`src/rtl/core/i2c_eeprom_transfer_sequencer_assert.svh`:
```
// assertion macros for the i2c eeprom transfer sequencer
// expects clk and rst_n in the scope of each use
`ifndef I2C_EEPROM_TRANSFER_SEQUENCER_ASSERT_SVH
`define I2C_EEPROM_TRANSFER_SEQUENCER_ASSERT_SVH

// same-cycle implication
`define EETS_ASSERT_IMP(label, ante, cons, msg) \
    label: assert property (@(posedge clk) disable iff (!rst_n) (ante) |-> (cons)) \
        else $error(msg);

// next-cycle implication
`define EETS_ASSERT_NXT(label, ante, cons, msg) \
    label: assert property (@(posedge clk) disable iff (!rst_n) (ante) |=> (cons)) \
        else $error(msg);

`endif

```
`src/rtl/core/eets_pkg.sv`:
```
// types, codes and helpers shared by the i2c eeprom transfer sequencer
// no dependencies
package eets_pkg;

    localparam int unsigned CFG_DATA_W = 17;

    typedef enum logic [1:0] {
        REG_CHIP_ADDR   = 2'd0,
        REG_PAGE_LOG2   = 2'd1,
        REG_MAX_READ    = 2'd2,
        REG_SINGLE_ADDR = 2'd3
    } cfg_reg_t;

    typedef enum logic [1:0] {
        ACT_START  = 2'd0,
        ACT_BUSERR = 2'd1,
        ACT_MASTER = 2'd2,
        ACT_SLAVE  = 2'd3
    } action_t;

    typedef enum logic [2:0] {
        CMD_NONE     = 3'd0,
        CMD_DATA     = 3'd1,
        CMD_ADDR     = 3'd2,
        CMD_STOP     = 3'd3,
        CMD_ACK_READ = 3'd4,
        CMD_CLEAR    = 3'd5
    } cmd_t;

    typedef enum logic [2:0] {
        PH_HALTED   = 3'd0,
        PH_START    = 3'd1,
        PH_ADDR_HB  = 3'd2,
        PH_ADDR_LB  = 3'd3,
        PH_WRITE    = 3'd4,
        PH_READ     = 3'd5,
        PH_ERR_XFER = 3'd6,
        PH_ERR_CMP  = 3'd7
    } phase_t;

    typedef enum logic [1:0] {
        ST_BUSY    = 2'd0,
        ST_DONE    = 2'd1,
        ST_XFER    = 2'd2,
        ST_COMPARE = 2'd3
    } status_t;

    typedef struct packed {
        logic [7:0]  chip_write_address;
        logic [3:0]  page_size_log2;
        logic [16:0] max_read_bytes;
        logic        single_byte_addressing;
    } cfg_t;

    typedef struct packed {
        logic [1:0]  action;
        logic        direction;
        logic        compare_mode;
        logic [15:0] mem_address;
        logic        arb_lost;
        logic        rx_nack;
        logic [7:0]  rx_byte;
        logic [7:0]  buffer_byte;
        logic        buffer_has_byte;
    } item_t;

    typedef struct packed {
        phase_t      phase;
        logic        is_read;
        logic        is_compare;
        logic [8:0]  page_bytes_left;
        logic [16:0] bytes_stored;
    } seq_state_t;

    typedef struct packed {
        cmd_t        cmd;
        logic [7:0]  value;
        logic        send_nack;
        logic        take;
        logic        store;
        status_t     status;
    } result_t;

    function automatic status_t status_of(input phase_t ph);
        status_t st;
        unique case (ph)
            PH_HALTED:   st = ST_DONE;
            PH_ERR_XFER: st = ST_XFER;
            PH_ERR_CMP:  st = ST_COMPARE;
            default:     st = ST_BUSY;
        endcase
        return st;
    endfunction

endpackage

```
`src/rtl/core/i2c_eeprom_transfer_sequencer.sv`:
```
// top level of the i2c eeprom transfer sequencer: config, state and result registers
// depends on eets_pkg, eets_in_stage, eets_step and the assertion macro header
//
// One bus event item is taken per clock while in_ready is high. An accepted item goes to
// the input register; the sequencer state and the result register are then updated from
// it together once the result register is empty or out_ready is high. The combinational
// state update in eets_step sets that rate; while a result waits for out_ready the input
// register holds one more item and then in_ready drops. Configuration takes effect on the
// next item; the user must write it only while idle, which the block itself does not enforce.
module i2c_eeprom_transfer_sequencer #(
    parameter int unsigned ADDR_BITS = 16
)
(
    input  logic        clk,
    input  logic        rst_n,
    input  logic        cfg_we,
    input  logic [1:0]  cfg_index,
    input  logic [eets_pkg::CFG_DATA_W-1:0] cfg_data,
    input  logic        in_valid,
    output logic        in_ready,
    input  logic [1:0]  action,
    input  logic        direction,
    input  logic        compare_mode,
    input  logic [15:0] mem_address,
    input  logic        arb_lost,
    input  logic        rx_nack,
    input  logic [7:0]  rx_byte,
    input  logic [7:0]  buffer_byte,
    input  logic        buffer_has_byte,
    output logic        out_valid,
    input  logic        out_ready,
    output logic [2:0]  bus_command,
    output logic [7:0]  bus_value,
    output logic        send_nack,
    output logic        take_buffer_byte,
    output logic        store_byte,
    output logic [1:0]  transfer_status
);
    import eets_pkg::*;

    cfg_t                 cfg_reg;
    seq_state_t           state_reg;
    seq_state_t           state_next;
    logic [ADDR_BITS-1:0] addr_reg;
    logic [ADDR_BITS-1:0] addr_next;
    result_t              result_reg;
    result_t              result_next;
    logic                 out_valid_reg;
    logic                 out_valid_next;
    item_t                item_in;
    item_t                stage_item;
    logic                 stage_valid;
    logic                 advance;

    assign item_in.action          = action;
    assign item_in.direction       = direction;
    assign item_in.compare_mode    = compare_mode;
    assign item_in.mem_address     = mem_address;
    assign item_in.arb_lost        = arb_lost;
    assign item_in.rx_nack         = rx_nack;
    assign item_in.rx_byte         = rx_byte;
    assign item_in.buffer_byte     = buffer_byte;
    assign item_in.buffer_has_byte = buffer_has_byte;

    assign advance = stage_valid && (!out_valid_reg || out_ready);

    eets_in_stage u_in_stage (
        .clk         (clk),
        .rst_n       (rst_n),
        .in_valid    (in_valid),
        .in_ready    (in_ready),
        .item_in     (item_in),
        .advance     (advance),
        .stage_valid (stage_valid),
        .stage_item  (stage_item)
    );

    eets_step #(
        .ADDR_BITS (ADDR_BITS)
    ) u_step (
        .cfg        (cfg_reg),
        .item       (stage_item),
        .state      (state_reg),
        .cur_addr   (addr_reg),
        .state_next (state_next),
        .addr_next  (addr_next),
        .result     (result_next)
    );

    always_ff @(posedge clk or negedge rst_n)
    begin
        if (!rst_n)
        begin
            cfg_reg.chip_write_address     <= 8'd160;
            cfg_reg.page_size_log2         <= 4'd6;
            cfg_reg.max_read_bytes         <= 17'h10000;
            cfg_reg.single_byte_addressing <= 1'b0;
        end
        else if (cfg_we)
        begin
            unique case (cfg_reg_t'(cfg_index))
                REG_CHIP_ADDR:   cfg_reg.chip_write_address     <= cfg_data[7:0];
                REG_PAGE_LOG2:   cfg_reg.page_size_log2         <= cfg_data[3:0];
                REG_MAX_READ:    cfg_reg.max_read_bytes         <= cfg_data;
                REG_SINGLE_ADDR: cfg_reg.single_byte_addressing <= cfg_data[0];
            endcase
        end
    end

    always_comb
    begin
        if (advance)
        begin
            out_valid_next = 1'b1;
        end
        else if (out_ready)
        begin
            out_valid_next = 1'b0;
        end
        else
        begin
            out_valid_next = out_valid_reg;
        end
    end

    always_ff @(posedge clk or negedge rst_n)
    begin
        if (!rst_n)
        begin
            state_reg.phase           <= PH_HALTED;
            state_reg.is_read         <= 1'b0;
            state_reg.is_compare      <= 1'b0;
            state_reg.page_bytes_left <= 9'd0;
            state_reg.bytes_stored    <= 17'd0;
            addr_reg                  <= '0;
            out_valid_reg             <= 1'b0;
        end
        else
        begin
            out_valid_reg <= out_valid_next;
            if (advance)
            begin
                state_reg <= state_next;
                addr_reg  <= addr_next;
            end
        end
    end

    always_ff @(posedge clk)
    begin
        if (advance)
        begin
            result_reg <= result_next;
        end
    end

    assign out_valid        = out_valid_reg;
    assign bus_command      = result_reg.cmd;
    assign bus_value        = result_reg.value;
    assign send_nack        = result_reg.send_nack;
    assign take_buffer_byte = result_reg.take;
    assign store_byte       = result_reg.store;
    assign transfer_status  = result_reg.status;

`include "i2c_eeprom_transfer_sequencer_assert.svh"

    `EETS_ASSERT_IMP(a_store_acks, out_valid_reg && result_reg.store,
        result_reg.cmd == CMD_ACK_READ, "stored byte without ack and read next")
    `EETS_ASSERT_IMP(a_nack_stops, out_valid_reg && result_reg.send_nack,
        result_reg.cmd == CMD_STOP, "nack without stop")
    `EETS_ASSERT_NXT(a_advance_fills, advance, out_valid_reg, "processed item lost its result")
    `EETS_ASSERT_IMP(a_write_phase, state_reg.phase == PH_WRITE, !state_reg.is_read,
        "write phase during a read transfer")

endmodule

```
`src/rtl/core/eets_in_stage.sv`:
```
// input register of the sequencer: holds one accepted item
// depends on eets_pkg
module eets_in_stage
(
    input  logic          clk,
    input  logic          rst_n,
    input  logic          in_valid,
    output logic          in_ready,
    input  eets_pkg::item_t item_in,
    input  logic          advance,
    output logic          stage_valid,
    output eets_pkg::item_t stage_item
);
    import eets_pkg::*;

    logic  valid_reg;
    logic  valid_next;
    item_t item_reg;

    assign in_ready    = !valid_reg || advance;
    assign stage_valid = valid_reg;
    assign stage_item  = item_reg;

    always_comb
    begin
        if (in_valid && in_ready)
        begin
            valid_next = 1'b1;
        end
        else if (advance)
        begin
            valid_next = 1'b0;
        end
        else
        begin
            valid_next = valid_reg;
        end
    end

    always_ff @(posedge clk or negedge rst_n)
    begin
        if (!rst_n)
        begin
            valid_reg <= 1'b0;
        end
        else
        begin
            valid_reg <= valid_next;
        end
    end

    always_ff @(posedge clk)
    begin
        if (in_valid && in_ready)
        begin
            item_reg <= item_in;
        end
    end

endmodule

```
`src/rtl/core/eets_step.sv`:
```
// next-state and result logic for one item of the sequencer
// depends on eets_pkg
module eets_step #(
    parameter int unsigned ADDR_BITS = 16
)
(
    input  eets_pkg::cfg_t       cfg,
    input  eets_pkg::item_t      item,
    input  eets_pkg::seq_state_t state,
    input  logic [ADDR_BITS-1:0] cur_addr,
    output eets_pkg::seq_state_t state_next,
    output logic [ADDR_BITS-1:0] addr_next,
    output eets_pkg::result_t    result
);
    import eets_pkg::*;

    logic [3:0]  lg;
    logic [8:0]  psize;
    logic [15:0] cur16;
    logic [15:0] new16;
    logic [15:0] shifted;
    logic [8:0]  offset;
    logic        ok;
    phase_t      ph_next;

    assign lg      = (cfg.page_size_log2 > 4'd8) ? 4'd8 : cfg.page_size_log2;
    assign psize   = 9'd1 << lg;
    assign cur16   = 16'(cur_addr);
    assign new16   = 16'(item.mem_address[ADDR_BITS-1:0]);
    assign shifted = cur16 >> lg;
    assign offset  = {1'b0, new16[7:0]} & (psize - 9'd1);

    always_comb
    begin
        state_next       = state;
        addr_next        = cur_addr;
        ph_next          = state.phase;
        result.cmd       = CMD_NONE;
        result.value     = 8'd0;
        result.send_nack = 1'b0;
        result.take      = 1'b0;
        result.store     = 1'b0;
        ok               = 1'b0;
        unique case (action_t'(item.action))
            ACT_START:
            begin
                state_next.is_read         = item.direction;
                state_next.is_compare      = item.direction & item.compare_mode;
                addr_next                  = item.mem_address[ADDR_BITS-1:0];
                state_next.page_bytes_left = psize - offset;
                state_next.bytes_stored    = 17'd0;
                ph_next                    = PH_START;
                result.cmd                 = CMD_ADDR;
                result.value               = cfg.chip_write_address;
            end
            ACT_BUSERR:
            begin
                ph_next    = PH_ERR_XFER;
                result.cmd = CMD_CLEAR;
            end
            ACT_MASTER:
            begin
                if (item.arb_lost || item.rx_nack)
                begin
                    ph_next    = PH_ERR_XFER;
                    result.cmd = CMD_STOP;
                end
                else if (state.phase == PH_START)
                begin
                    result.cmd = CMD_DATA;
                    if (cfg.single_byte_addressing)
                    begin
                        ph_next      = PH_ADDR_LB;
                        result.value = shifted[7:0];
                    end
                    else
                    begin
                        ph_next      = PH_ADDR_HB;
                        result.value = cur16[15:8];
                    end
                end
                else if (state.phase == PH_ADDR_HB)
                begin
                    ph_next      = PH_ADDR_LB;
                    result.cmd   = CMD_DATA;
                    result.value = cur16[7:0];
                end
                else if (state.phase == PH_ADDR_LB)
                begin
                    if (state.is_read)
                    begin
                        ph_next      = PH_READ;
                        result.cmd   = CMD_ADDR;
                        result.value = cfg.chip_write_address + 8'd1;
                    end
                    else
                    begin
                        ph_next = PH_WRITE;
                    end
                end
                else if (state.phase == PH_WRITE)
                begin
                    if (state.page_bytes_left == 9'd0 || !item.buffer_has_byte)
                    begin
                        ph_next    = PH_HALTED;
                        result.cmd = CMD_STOP;
                    end
                    else
                    begin
                        result.cmd                 = CMD_DATA;
                        result.value               = item.buffer_byte;
                        result.take                = 1'b1;
                        state_next.page_bytes_left = state.page_bytes_left - 9'd1;
                    end
                end
                else
                begin
                    result.cmd = CMD_CLEAR;
                end
            end
            ACT_SLAVE:
            begin
                if (item.rx_nack)
                begin
                    ph_next    = PH_HALTED;
                    result.cmd = CMD_STOP;
                end
                else
                begin
                    if (state.is_compare)
                    begin
                        if (item.buffer_has_byte)
                        begin
                            result.take = 1'b1;
                            ok          = (item.buffer_byte == item.rx_byte);
                            if (!ok)
                            begin
                                ph_next = PH_ERR_CMP;
                            end
                        end
                    end
                    else if (state.bytes_stored < cfg.max_read_bytes)
                    begin
                        ok                      = 1'b1;
                        result.store            = 1'b1;
                        state_next.bytes_stored = state.bytes_stored + 17'd1;
                    end
                    if (ok)
                    begin
                        result.cmd = CMD_ACK_READ;
                    end
                    else
                    begin
                        if (ph_next != PH_ERR_CMP)
                        begin
                            ph_next = PH_HALTED;
                        end
                        result.send_nack = 1'b1;
                        result.cmd       = CMD_STOP;
                    end
                end
            end
        endcase
        state_next.phase = ph_next;
        result.status    = status_of(ph_next);
    end

endmodule

```
`config.mk`:
```
export PLATFORM = sky130hd
export DESIGN_NAME = i2c_eeprom_transfer_sequencer
export DESIGN_NICKNAME = d
export VERILOG_FILES = /design/src/rtl/core/eets_pkg.sv /design/src/rtl/core/i2c_eeprom_transfer_sequencer.sv /design/src/rtl/core/eets_in_stage.sv /design/src/rtl/core/eets_step.sv
export VERILOG_INCLUDE_DIRS = /design/src /design/src/rtl/core
export SDC_FILE = /design/constraint.sdc
export NUM_CORES = 1
export LEC_CHECK = 0
export ABC_CLOCK_PERIOD_IN_PS = 6800
export BUFFER_PORTS_ARGS = -buffer_cell sky130_fd_sc_hd__buf_2
export CAP_MARGIN = 30
export CELL_PAD_IN_SITES_DETAIL_PLACEMENT = 0
export CELL_PAD_IN_SITES_GLOBAL_PLACEMENT = 1
export CORE_MARGIN = 3
export CORE_UTILIZATION = 51
export DETAILED_ROUTE_END_ITERATION = 10
export GPL_TIMING_DRIVEN = 0
export PLACE_DENSITY_LB_ADDON = 0.2
export SYNTH_ARGS = -nofsm -noshare
export SYNTH_HDL_FRONTEND = slang
export SYNTH_HIERARCHICAL = 1
export SYNTH_SLANG_ARGS = --single-unit
```
`constraint.sdc`:
```
create_clock -name clk -period 6.8 [get_ports clk]
set_clock_uncertainty 0.2 [all_clocks]
set_input_delay 0.34 -clock clk [delete_from_list [all_inputs] [get_ports clk]]
set_output_delay 0.34 -clock clk [all_outputs]
set_load 0.01 [all_outputs]
```
After elaboration in Yosys (flattened, before gate mapping):

Index checks and enable logic that the tools add are counted.

* register bits after elaboration: 134
* latch bits: 0
* memory bits (writable): 0
* ROM bits: 0
* output and inout bits: 18
* logic and storage cells: 154
* memories kept: 0

* add/subtract/negate cells: 5
* multipliers: 0
* divide/modulo/power cells: 0
* order comparisons: 2
* equality and inequality tests: 23
* shift-type cells: 2
* multiplexer cells: 66
* bitwise gates (word level): 3
* reduce and logical (&&, ||, !) cells: 26

Operators by type and width (count)
* $mux 3: 18
* $mux 9: 6
* $mux 17: 3
* $pmux 17 s2: 1
* $mux 11: 3
* $mux 8: 4
* $pmux 3 s4: 2
* $mux 1: 21
* $pmux 9 s2: 1
* $sub 9x1->9 const B: 2
* $add 17x1->17 const B: 1
* $lt 17x17->1: 1
* $pmux 8 s2: 1
* $shr 16x4->8: 1
* $ne 2x2->1 const B: 7
* $mux 10: 1
* $reduce_and 2->1: 5
* $and 8x9->9: 1
* $eq 3x3->1 const B: 3
* $logic_not 9->1: 1
* $shl 1x4->9 const A: 1
* $sub 9x9->9: 1
* $add 8x1->8 const B: 1
* $eq 2x2->1 const B: 4
* 23 further kinds: 37

Depth between registers and ports, before layout:

Gate-level depths: netlist of the first run.

* depth in word-level cells: 13
* mapped depth: 15
* mapped depth without buffers: 14

Hierarchy:

The synthesis of the first run kept the hierarchy.

Modules (own cells, without submodules)
* i2c_eeprom_transfer_sequencer: times used 1, cells each 185, area each 3430.8 µm², sequential area each 2438.6 µm²
* eets_step: times used 1, cells each 475, area each 3231.8 µm², sequential area each 0.0 µm²
* eets_in_stage: times used 1, cells each 43, area each 1224.9 µm², sequential area each 1196.1 µm²

Worst setup path after synthesis of the first run:

OpenSTA, ideal clock, no wires.

* kind: reg2reg
* start point: register cfg_reg[20] in the netlist's numbering
* end point: register state_reg[25] in the netlist's numbering
* arrival: 3.248 ns
* path slack: 3.228 ns
* stages on the path, launching flop included: 16
* path buffers: 2
* period minus slack after synthesis: 3.572 ns
* path through: dfstp_2 > buf_2 > buf_1 > or4_1 > ha_1 > nor3_1 > a21oi_1 > o21ai_0 > nand2_1 > ha_1 > a31oi_1 > o21ai_1 > a21oi_1 > xor2_1 > a211o_1 > mux2_2

RTL lines
* from (decl): line i2c_eeprom_transfer_sequencer.sv:41 `cfg_t cfg_reg;`
* to (signal assigned): line i2c_eeprom_transfer_sequencer.sv:143 `state_reg <= state_next;`
* to (decl): line i2c_eeprom_transfer_sequencer.sv:42 `seq_state_t state_reg;`

==> results by group, run 1 <==
Status
  – Status: finished, final reports clean

Logic synthesis
  – EDFF count, synth: 55
  – Synth async-reset ratio: 58.96%
  – Syn_nets: 794
  – Area leader, netlist: dfrtp_1
  – Synth top area share: 23.48%
  – Ys flop type: dfrtp_1
  – Synth Register Bits: 134
  – Mapped Cells: 703
  – Post-synthesis cell area: 0.007888 sq mm
  – Cell variety after synth: 76
  – Register area share after synthesis: 46.08%
  – Ys Warns: 6
  – Synth Area per Inst: 11.22 sq um
  – Top cells by area, synth: dfrtp_1 (23%), edfxtp_1 (21%), mux2_2 (14%)

Timing
  – Final Hold Fails: 0
  – Fmax: 0.2375 GHz
  – Slew Limit Fails: 0
  – Setup violations, final: 0
  – Least-Margin Pin Slew: 786.6 ps
  – Final TNS setup: 0 ps
  – Final hold slack: 20.03 ps
  – RSZ-0062 raised after global routing: false
  – Rel. slew slack: 47.50%
  – Tmin final: 4211 ps
  – Tcrit/Tclk final: 61.92%

Global route
  – Grt ovf: 0
  – Largest net degree at the start of global routing: 45
  – GRT Total Usage: 25.10%
  – Initial antenna violation count: 0
  – First-pass GRT wire length: 32730 um
  – Vias in the first global route: 6280

Pwr
  – Sequential Power Share: 39.6%
  – PD cells: 308.5 mW/mm^2
  – Power share of the clock group: 30.7%
  – Tot Pwr: 2997 uW
  – Max IR drop VDD: 0.0002168 V
  – Combinational share of power: 29.7%
  – Sw Pwr: 1013 uW
  – Switching Fraction: 33.80%
  – Pleak: 0.004155 uW
  – Internal: 1984 uW

Final layout
  – Share of cells above drive strength 1: 29.06%
  – Final Cell Area: 0.009716 sq mm
  – Antenna diodes: 0
  – Area grow syn2layout: 23.18%
  – Most frequent cells in the layout: mux2_2 (95), buf_2 (87), dfrtp_1 (74), dlygate4sd3_1 (58), edfxtp_1 (55)
  – Max reg flops: 39
  – Nets@finish: 952
  – Filler cells: 1138
  – Commonest non-fill, non-tap cell in the layout: mux2_2

Route
  – Vias: 6199
  – Antenna Violating Nets Remaining: 0
  – # DRC: 0
  – Pre-antenna DRT Iters: 5
  – Initial DRC count: 501
  – DR WL/cell: 19.18 um
  – Routed Wire Length: 20290 um
  – Vias per inst: 5.859

Setup path
  – Worst path max stage delay: 530 ps
  – CP max-delay cell: or4_1
  – Critical path depth in cells: 15
  – Critical Path End Type: flop
  – Worst reg2reg endpoint: state_reg[25]
  – Worst EP required: 6900 ps
  – R2r setup slk: 2590 ps
  – Crit start category: flop
  – CP Max Fanout: 10
  – Cells on worst reg2reg path: 15
  – CP bufs+invs: 2
  – Reg2reg start: cfg_reg[20]
  – CP delay by family, top: compound AO/OA/AOI/OAI gates
  – CP cell instances: buf_2 -> buf_1 -> or4_1 -> ha_1 -> nor3_1 -> a21oi_1 -> o21ai_0 -> nand2_1 -> ha_1 -> a31oi_1 -> o21ai_1 -> a21oi_1 -> xor2_1 -> a211o_1 -> mux2_2
  – WS Path Type: flop to flop
  – CP arrival: 4310 ps

CTS
  – CTS tree: built
  – Worst-path clk slew: 60 ps
  – Clk buf depth: 2
  – Later-pin clock latency in the skew report: 420 ps
  – CTS resizes: 0
  – Num CTS Buffers: 17
  – Root Buffer: clkbuf_16
  – Setup bufs post-CTS: 0
  – CTS sink cnt: 134
  – Hold Buf Count CTS: 58
  – Htree depth: 4

Placement
  – DP Wirelength: 14270 um
  – GP Congestion: 0.8870
  – I/O Buffers: 80
  – Placed cell area: 0.008548 sq mm

Worst hold path
  – HP Class: input pin to flop
  – Hold path depth: 2
  – Hold_sp: cfg_data[0]
  – Worst Hold Path EP: cfg_reg[0]

Floorplanning
  – Core area: 0.01481 sq mm
  – Row cnt: 44
  – Die ar.: 0.01699 sq mm
  – # IOs: 81
  – Die width: 130.4 um
  – DIE HEIGHT: 130.4 um
  – Starting Density: 53.26%

Job
  – Max_cap viols: 0
stage by stage:
step	instances	setup WS (ps)	util, %
final	1058	2589	65.60
after global routing	1058	2358	65.60
after CTS	1058	2619	65.60
after detailed placement	968	2644	57.72
after global placement	967	2767	57.52
after floorplan	703	3228	-
Yosys cell counts, drive strengths merged, types with 6 or more instances:
cell type / n
nor3: 12
and3: 7
and2: 6
nand2b: 12
mux2i: 20
a221oi: 6
ha: 28
a21oi: 29
o21ai: 39
mux2: 95
nand2: 55
o211ai: 12
nand3: 29
dfrtp: 74
clkbuf: 16
xnor2: 11
nor2: 27
nand4: 11
inv: 38
xor2: 17
or3: 10
buf: 15
edfxtp: 55
area by class of cell:
cell class | count | area [sq um] | share of cell area, %
timing repair buffer | 139 | 1011 | 10.41
multi-input combinational | 500 | 3934 | 40.49
sequential | 134 | 3635 | 37.41
buffer | 31 | 176.4 | 1.816
clock buffer | 19 | 452.9 | 4.662
clock inverter | 13 | 133.9 | 1.378
inverter | 38 | 142.6 | 1.468
tap | 184 | 230.2 | 2.370
power groups by stage:
stage          logic, uW  clock network [uW]  registers [uW]
6_report             890                 921            1190
5_1_grt              984                 973            1210
4_1_cts              881                 935            1180
3_5_place_dp         851                   0            1200
3_3_place_gp         822                   0            1190
2_1_floorplan        653                   0            1140
how the worst max path moves through the flow:
stage	start	endpoint	slack [ps]
6_report	cfg_reg[20]	state_reg[25]	2590
5_1_grt	cfg_reg[20]	state_reg[25]	2360
4_1_cts	cfg_reg[20]	state_reg[25]	2620
3_5_place_dp	cfg_reg[20]	state_reg[25]	2640
3_3_place_gp	cfg_reg[20]	state_reg[25]	2770
2_1_floorplan	cfg_reg[20]	state_reg[25]	3230
cells by family after synthesis:
group | after synthesis | synth area share, %
AND/OR/NAND/NOR | 195 | 13.74
flip-flops | 134 | 46.08
AO/OA/AOI/OAI | 129 | 11.06
multiplexers | 120 | 17.53
buffers and inverters | 69 | 4.045
XOR/XNOR | 28 | 3.109
adder cells (fa/ha/maj) | 28 | 4.442
layer usage:
| layer | routed length, um | share of wire [%] | track usage, % |
|---|---|---|---|
| met5 | 0 | 0 | 0 |
| met4 | 374 | 1.8 | 7.320 |
| met3 | 1113 | 5.5 | 6.140 |
| met2 | 9553 | 47 | 39.71 |
| met1 | 9248 | 46 | 34.57 |
(Power assumes the default switching activity.)
==> run 2: changes to the inputs <==
ABC_AREA = 1   (was not set)
ABC_CLOCK_PERIOD_IN_PS = 3650   (was 6800)
CORE_UTILIZATION = 40   (was 51)
clock period = 3.65 ns   (was 6.8 ns; I/O delays follow)
==> results by group, run 2 <==
Timing
  – Least-Margin Pin Slew: 806.9 ps
  – RSZ-0062 raised after global routing: false
  – Rel. slew slack: 46.14%
  – Slew Limit Fails: 0
  – Tcrit/Tclk final: 88.34%
  – Setup violations, final: 0
  – Fmax: 0.3102 GHz
  – Final hold slack: 157.8 ps
  – Final Hold Fails: 0
  – Tmin final: 3224 ps

Route
  – Met2 WL post-DR: 12630 um
  – Antenna Violating Nets Remaining: 0
  – Routed Wire Length: 25830 um
  – WL met3: 1060 um
  – DR WL/cell: 16.65 um
  – Initial DRC count: 553
  – # DRC: 0
  – Pre-antenna DRT Iters: 6
  – Met1 wire length: 11820 um
  – DR top layer: met4
  – Vias: 7907
  – Vias per inst: 5.098

Logic synthesis
  – Synth Register Bits: 134
  – Post-synthesis cell area: 0.008436 sq mm
  – Register area share after synthesis: 43.09%
  – Top cells by area, synth: dfrtp_1 (22%), edfxtp_1 (20%), nand2_1 (16%)
  – Top-count cell post-synth: nand2_1
  – Synth async-reset ratio: 58.96%
  – Synth Area per Inst: 7.697 sq um
  – EDFF count, synth: 55
  – Synth top area share: 21.95%
  – Synth top cells by count: nand2_1 (360), inv_1 (121), nand3_1 (99)
  – Ys flop type: dfrtp_1
  – Area leader, netlist: dfrtp_1
  – Cell variety after synth: 56
  – Syn_nets: 1187
  – Ys Warns: 6
  – Mapped Cells: 1096

Final layout
  – Antenna diodes: 0
  – Most frequent cells in the layout: nand2_1 (360), inv_1 (121), nand3_1 (99), buf_2 (87), dfrtp_1 (74)
  – Nets@finish: 1359
  – Filler cells: 2059
  – Max reg flops: 39
  – Commonest non-fill, non-tap cell in the layout: nand2_1
  – Share of cells above drive strength 1: 14.91%
  – Area grow syn2layout: 24.71%
  – Finished Layout Cells: 1551

Floorplanning
  – # IOs: 81
  – DIE HEIGHT: 151.2 um
  – Die ar.: 0.02287 sq mm
  – Row cnt: 52
  – Die width: 151.2 um
  – Starting Density: 41.16%
  – Core area: 0.02049 sq mm

Setup path
  – Crit start category: flop
  – CP endpoint: u_in_stage/stage_item[10]
  – CP cell instances: nand2_1 -> buf_4 -> buf_6 -> inv_1 -> inv_1 -> a21oi_4 -> buf_12
  – Reg2reg start: u_in_stage/stage_valid
  – Worst path max stage delay: 610 ps
  – WS Path Type: flop to flop
  – Cells on worst reg2reg path: 7
  – CP max-delay cell: a21oi_4
  – Crit-path most repeated cell: inv_1
  – CP Max Fanout: 22
  – R2r setup slk: 430 ps
  – Worst setup path startpoint: u_in_stage/stage_valid
  – CP arrival: 3150 ps
  – Worst reg2reg endpoint: u_in_stage/stage_item[10]
  – Critical Path End Type: flop
  – Worst EP required: 3570 ps

Global route
  – Initial antenna violation count: 0
  – Vias in the first global route: 7664
  – Largest net degree at the start of global routing: 61
  – Grt ovf: 0
  – GRT Total Usage: 23.55%
  – First-pass GRT wire length: 41540 um

Pwr
  – Pleak: 0.005045 uW
  – Max IR drop VDD: 0.0002826 V
  – PD cells: 519.4 mW/mm^2

Placement
  – GP Congestion: 0.9716
  – Placed cells: 1446
  – I/O Buffers: 78
  – DP Wirelength: 19270 um

CTS
  – Setup bufs post-CTS: 0
  – Clk buf depth: 2
  – CTS sink cnt: 134
  – Root Buffer: clkbuf_16
  – Worst-path clk slew: 60 ps
  – Htree depth: 4
  – Later-pin clock latency in the skew report: 430 ps
  – Num CTS Buffers: 17
  – CTS tree: built

Worst hold path
  – HP Class: input pin to flop

Status
  – Status: finished, final reports clean

Job
  – Max_cap viols: 0
## run 2: where the power goes
group,total (uW),internal [uW],switching (uW)
registers,2110,1850,258
clock network,1660,931,732
logic,1690,611,1080
total,5460,3400,2070
## run 2: cell families after synthesis
kind of cell             share of synthesized area, %
buffers and inverters                           9.181
flip-flops                                      43.09
adder cells (fa/ha/maj)                         4.153
XOR/XNOR                                        1.038
AND/OR/NAND/NOR                                 31.98
AO/OA/AOI/OAI                                   10.56
## run 2: through the flow
stage	setup WS, ps	power, uW	utilization [%]	area [sq um]	TNS (ps)
2_1_floorplan	496.3	3210	-	8439	0
3_3_place_gp	-624.7	3727	44.73	9168	-24040
3_5_place_dp	404.6	3746	45.01	9225	0
4_1_cts	395.2	5489	51.33	10520	0
5_1_grt	239.3	5836	51.33	10520	0
6_report	425.8	5464	51.33	10520	0
## run 2: area by class of cell
cell class / instances / area [sq um] / area share [%]
multi-input cells: 795 / 4038 / 38.38
clock buffers: 19 / 454.2 / 4.317
well taps: 270 / 337.8 / 3.211
flip-flops and latches: 134 / 3635 / 34.55
plain buffers: 39 / 289.0 / 2.747
clock inverters: 13 / 110.1 / 1.047
repair buffers: 153 / 1171 / 11.13
inverters: 128 / 485.5 / 4.615
## run 2: metal layers
layer,vias up,GRT usage (%)
met3,24,3.950
met4,0,4.941
met1,3689,31.60
met5,-,0
met2,197,40.12
li1,3997,-
## run 2: what timing repair did
item / CTS / global route
hold buffers: 73 / 0
resized for setup: 0 / 0
endpoints found under the hold margin: 144 / 0
## run 2: critical path: cells and delay by family (launching register included)
kind                   cells  cell delay, ps
and+or+nand+nor            1             150
AOI/OAI and AO/OA          1             610
DFF                        1             510
buffers and inverters      5            1420
## run 2: worst min-delay path by stage
stage | start | end | slack, ps | cells past startpoint
3_3_place_gp | mem_address[1] | u_in_stage/stage_item[20] | 160 | 1
6_report | out_ready | state_reg[16] | 160 | 6
5_1_grt | out_ready | state_reg[16] | 180 | 6
4_1_cts | out_ready | state_reg[16] | 150 | 6
3_5_place_dp | rst_n | addr_reg[8] | -90 | 1
2_1_floorplan | rst_n | addr_reg[0] | -310 | 0
==> run 3: changes to the inputs <==
BUFFER_PORTS_ARGS = -buffer_cell sky130_fd_sc_hd__buf_4   (was -buffer_cell sky130_fd_sc_hd__buf_2)
GPL_TIMING_DRIVEN = not set   (was 0)
==> results by group, run 3 (synthesis gave the netlist of run 2 again) <==
Floorplanning
  – # IOs: 81
  – Die width: 151.2 um
  – DIE HEIGHT: 151.2 um
  – Die ar.: 0.02287 sq mm
  – Core area: 0.02049 sq mm
  – Row cnt: 52
  – Starting Density: 41.16%

Route
  – Vias per inst: 5.128
  – # DRC: 0
  – DR WL/cell: 16.63 um
  – Routed Wire Length: 25390 um
  – Initial DRC count: 471
  – Vias: 7830
  – Pre-antenna DRT Iters: 5
  – Antenna Violating Nets Remaining: 0

Setup path
  – Critical Path End Type: flop
  – CP max-delay cell: dfrtp_1
  – Worst EP required: 3820 ps
  – CP cell instances: nor2_1 -> nand2_1 -> nor2_1 -> inv_1 -> ha_1 -> a31o_2 -> nand3_1 -> ha_1 -> inv_1 -> o21bai_1 -> a31oi_1 -> nand2_1 -> nand2_1 -> nand3_1 -> nand2_1 -> nand3_1 -> nand2_1
  – CP bufs+invs: 2
  – CP arrival: 3150 ps
  – Crit-path most repeated cell: nand2_1
  – Crit start category: flop
  – Worst path max stage delay: 450 ps
  – CP Max Fanout: 7
  – WS Path Type: flop to flop
  – CP delay by family, top: simple AND/OR/NAND/NOR gates

Placement
  – DP Wirelength: 17600 um
  – I/O Buffers: 80
  – GP Congestion: 0.8955
  – Pre-CTS setup slack: 717.8 ps
  – Placed cell area: 0.009171 sq mm

Global route
  – Grt ovf: 0
  – GRT Total Usage: 23.21%
  – Initial antenna violation count: 0
  – First-pass GRT wire length: 41030 um
  – Largest net degree at the start of global routing: 60
  – Vias in the first global route: 7706

Final layout
  – Final Cell Area: 0.01054 sq mm
  – Antenna diodes: 0
  – Nets@finish: 1335
  – Share of cells above drive strength 1: 13.52%
  – Area grow syn2layout: 24.98%
  – Most frequent cells in the layout: nand2_1 (360), inv_1 (121), nand3_1 (99), buf_4 (90), dlygate4sd3_1 (78)
  – Max reg flops: 39
  – Commonest non-fill, non-tap cell in the layout: nand2_1
  – Filler cells: 2016

CTS
  – CTS sink cnt: 134
  – Clk buf depth: 2
  – Setup bufs post-CTS: 0
  – Later-pin clock latency in the skew report: 430 ps
  – CTS tree: built
  – Htree depth: 4
  – CTS resizes: 0
  – Hold Buf Count CTS: 78
  – Worst-path clk slew: 60 ps
  – Root Buffer: clkbuf_16
  – Num CTS Buffers: 17

Pwr
  – Sequential Power Share: 38.3%
  – Switching Fraction: 36.99%
  – Max IR drop VDD: 0.0002921 V
  – Sw Pwr: 2045 uW
  – Pleak: 0.004966 uW
  – Internal: 3484 uW
  – PD cells: 524.4 mW/mm^2
  – Power share of the clock group: 31.8%
  – Combinational share of power: 29.9%

Timing
  – Final TNS setup: 0 ps
  – Tmin final: 2989 ps
  – Setup violations, final: 0
  – Setup ws final: 661.5 ps
  – RSZ-0062 raised after global routing: false
  – Tcrit/Tclk final: 81.88%
  – Least-Margin Pin Slew: 841.6 ps
  – Final Hold Fails: 0
  – Rel. slew slack: 43.89%
  – Slew Limit Fails: 0
  – Fmax: 0.3346 GHz

Job
  – Max_cap viols: 0

Worst hold path
  – HP Class: input pin to asynchronous set/reset pin

Status
  – Status: finished, final reports clean
[run 3: changes by cell type in the layout (fill, tap and decap cells not counted), moves of 3 or more]
cell / previous run / this run
buf_2: 87 / 0
buf_4: 12 / 90
buf_6: 7 / 0
clkbuf_1: 8 / 1
clkinvlp_4: 1 / 4
dlygate4sd3_1: 73 / 78
inv_4: 3 / 0
[run 3: worst paths after layout]
check / start / to / slack, ps / cells after the start
setup reg to reg: cfg_reg[18] / state_reg[24] / 660 / 17
setup / recovery: cfg_reg[18] / state_reg[24] / 660 / 17
min in group clk: out_ready / out_valid / 230 / 5
hold reg to reg: cfg_reg[17] / cfg_reg[17] / 270 / 2
hold / removal: rst_n / addr_reg[10] / 190 / 2
max in group asynchronous: rst_n / cfg_reg[27] / 2190 / 3
[run 3: layout make-up]
cell class                 count  area, sq um  share of cell area, %
clock inverter                13        147.6                  1.400
tap                          270        337.8                  3.204
sequential                   134         3635                  34.48
clock buffer                  19        442.9                  4.201
timing repair buffer         168         1456                  13.81
multi-input combinational    795         4038                  38.30
inverter                     128        485.5                  4.605
[run 3: worst reg2reg max path: stages (launching register included)]
cell	delay, ps
dfrtp_1	450
nor2_1	240
nand2_1	100
nor2_1	170
inv_1	80
ha_1	240
a31o_2	240
nand3_1	60
ha_1	280
inv_1	110
o21bai_1	80
a31oi_1	200
nand2_1	90
nand2_1	60
nand3_1	60
nand2_1	80
nand3_1	70
nand2_1	100
[run 3: metrics by stage]
step	cells	hold slack [ps]	utilization (%)	total power [uW]
2_1_floorplan	1096	-313.1	-	3210
3_3_place_gp	1417	136.6	44.75	3714
3_5_place_dp	1417	131.1	44.75	3721
4_1_cts	1527	223.6	51.44	5550
5_1_grt	1527	253.9	51.44	5897
6_report	1527	188.0	51.44	5528
[run 3: power groups by stage]
| stage | Clock [uW] | Sequential (uW) | Combinational [uW] |
|---|---|---|---|
| floorplan | 0 | 2060 | 1150 |
| global placement | 0 | 2140 | 1570 |
| detailed placement | 0 | 2140 | 1580 |
| CTS | 1790 | 2110 | 1650 |
| global route | 1860 | 2150 | 1890 |
| finish | 1760 | 2110 | 1650 |
[run 3: layer usage]
layer	track usage, %	vias up	wire, um
met3	4.369	29	1015
met2	39.88	179	12610
met4	6.029	0	450
met1	30.04	3686	11320
li1	-	3936	-
met5	0	-	0
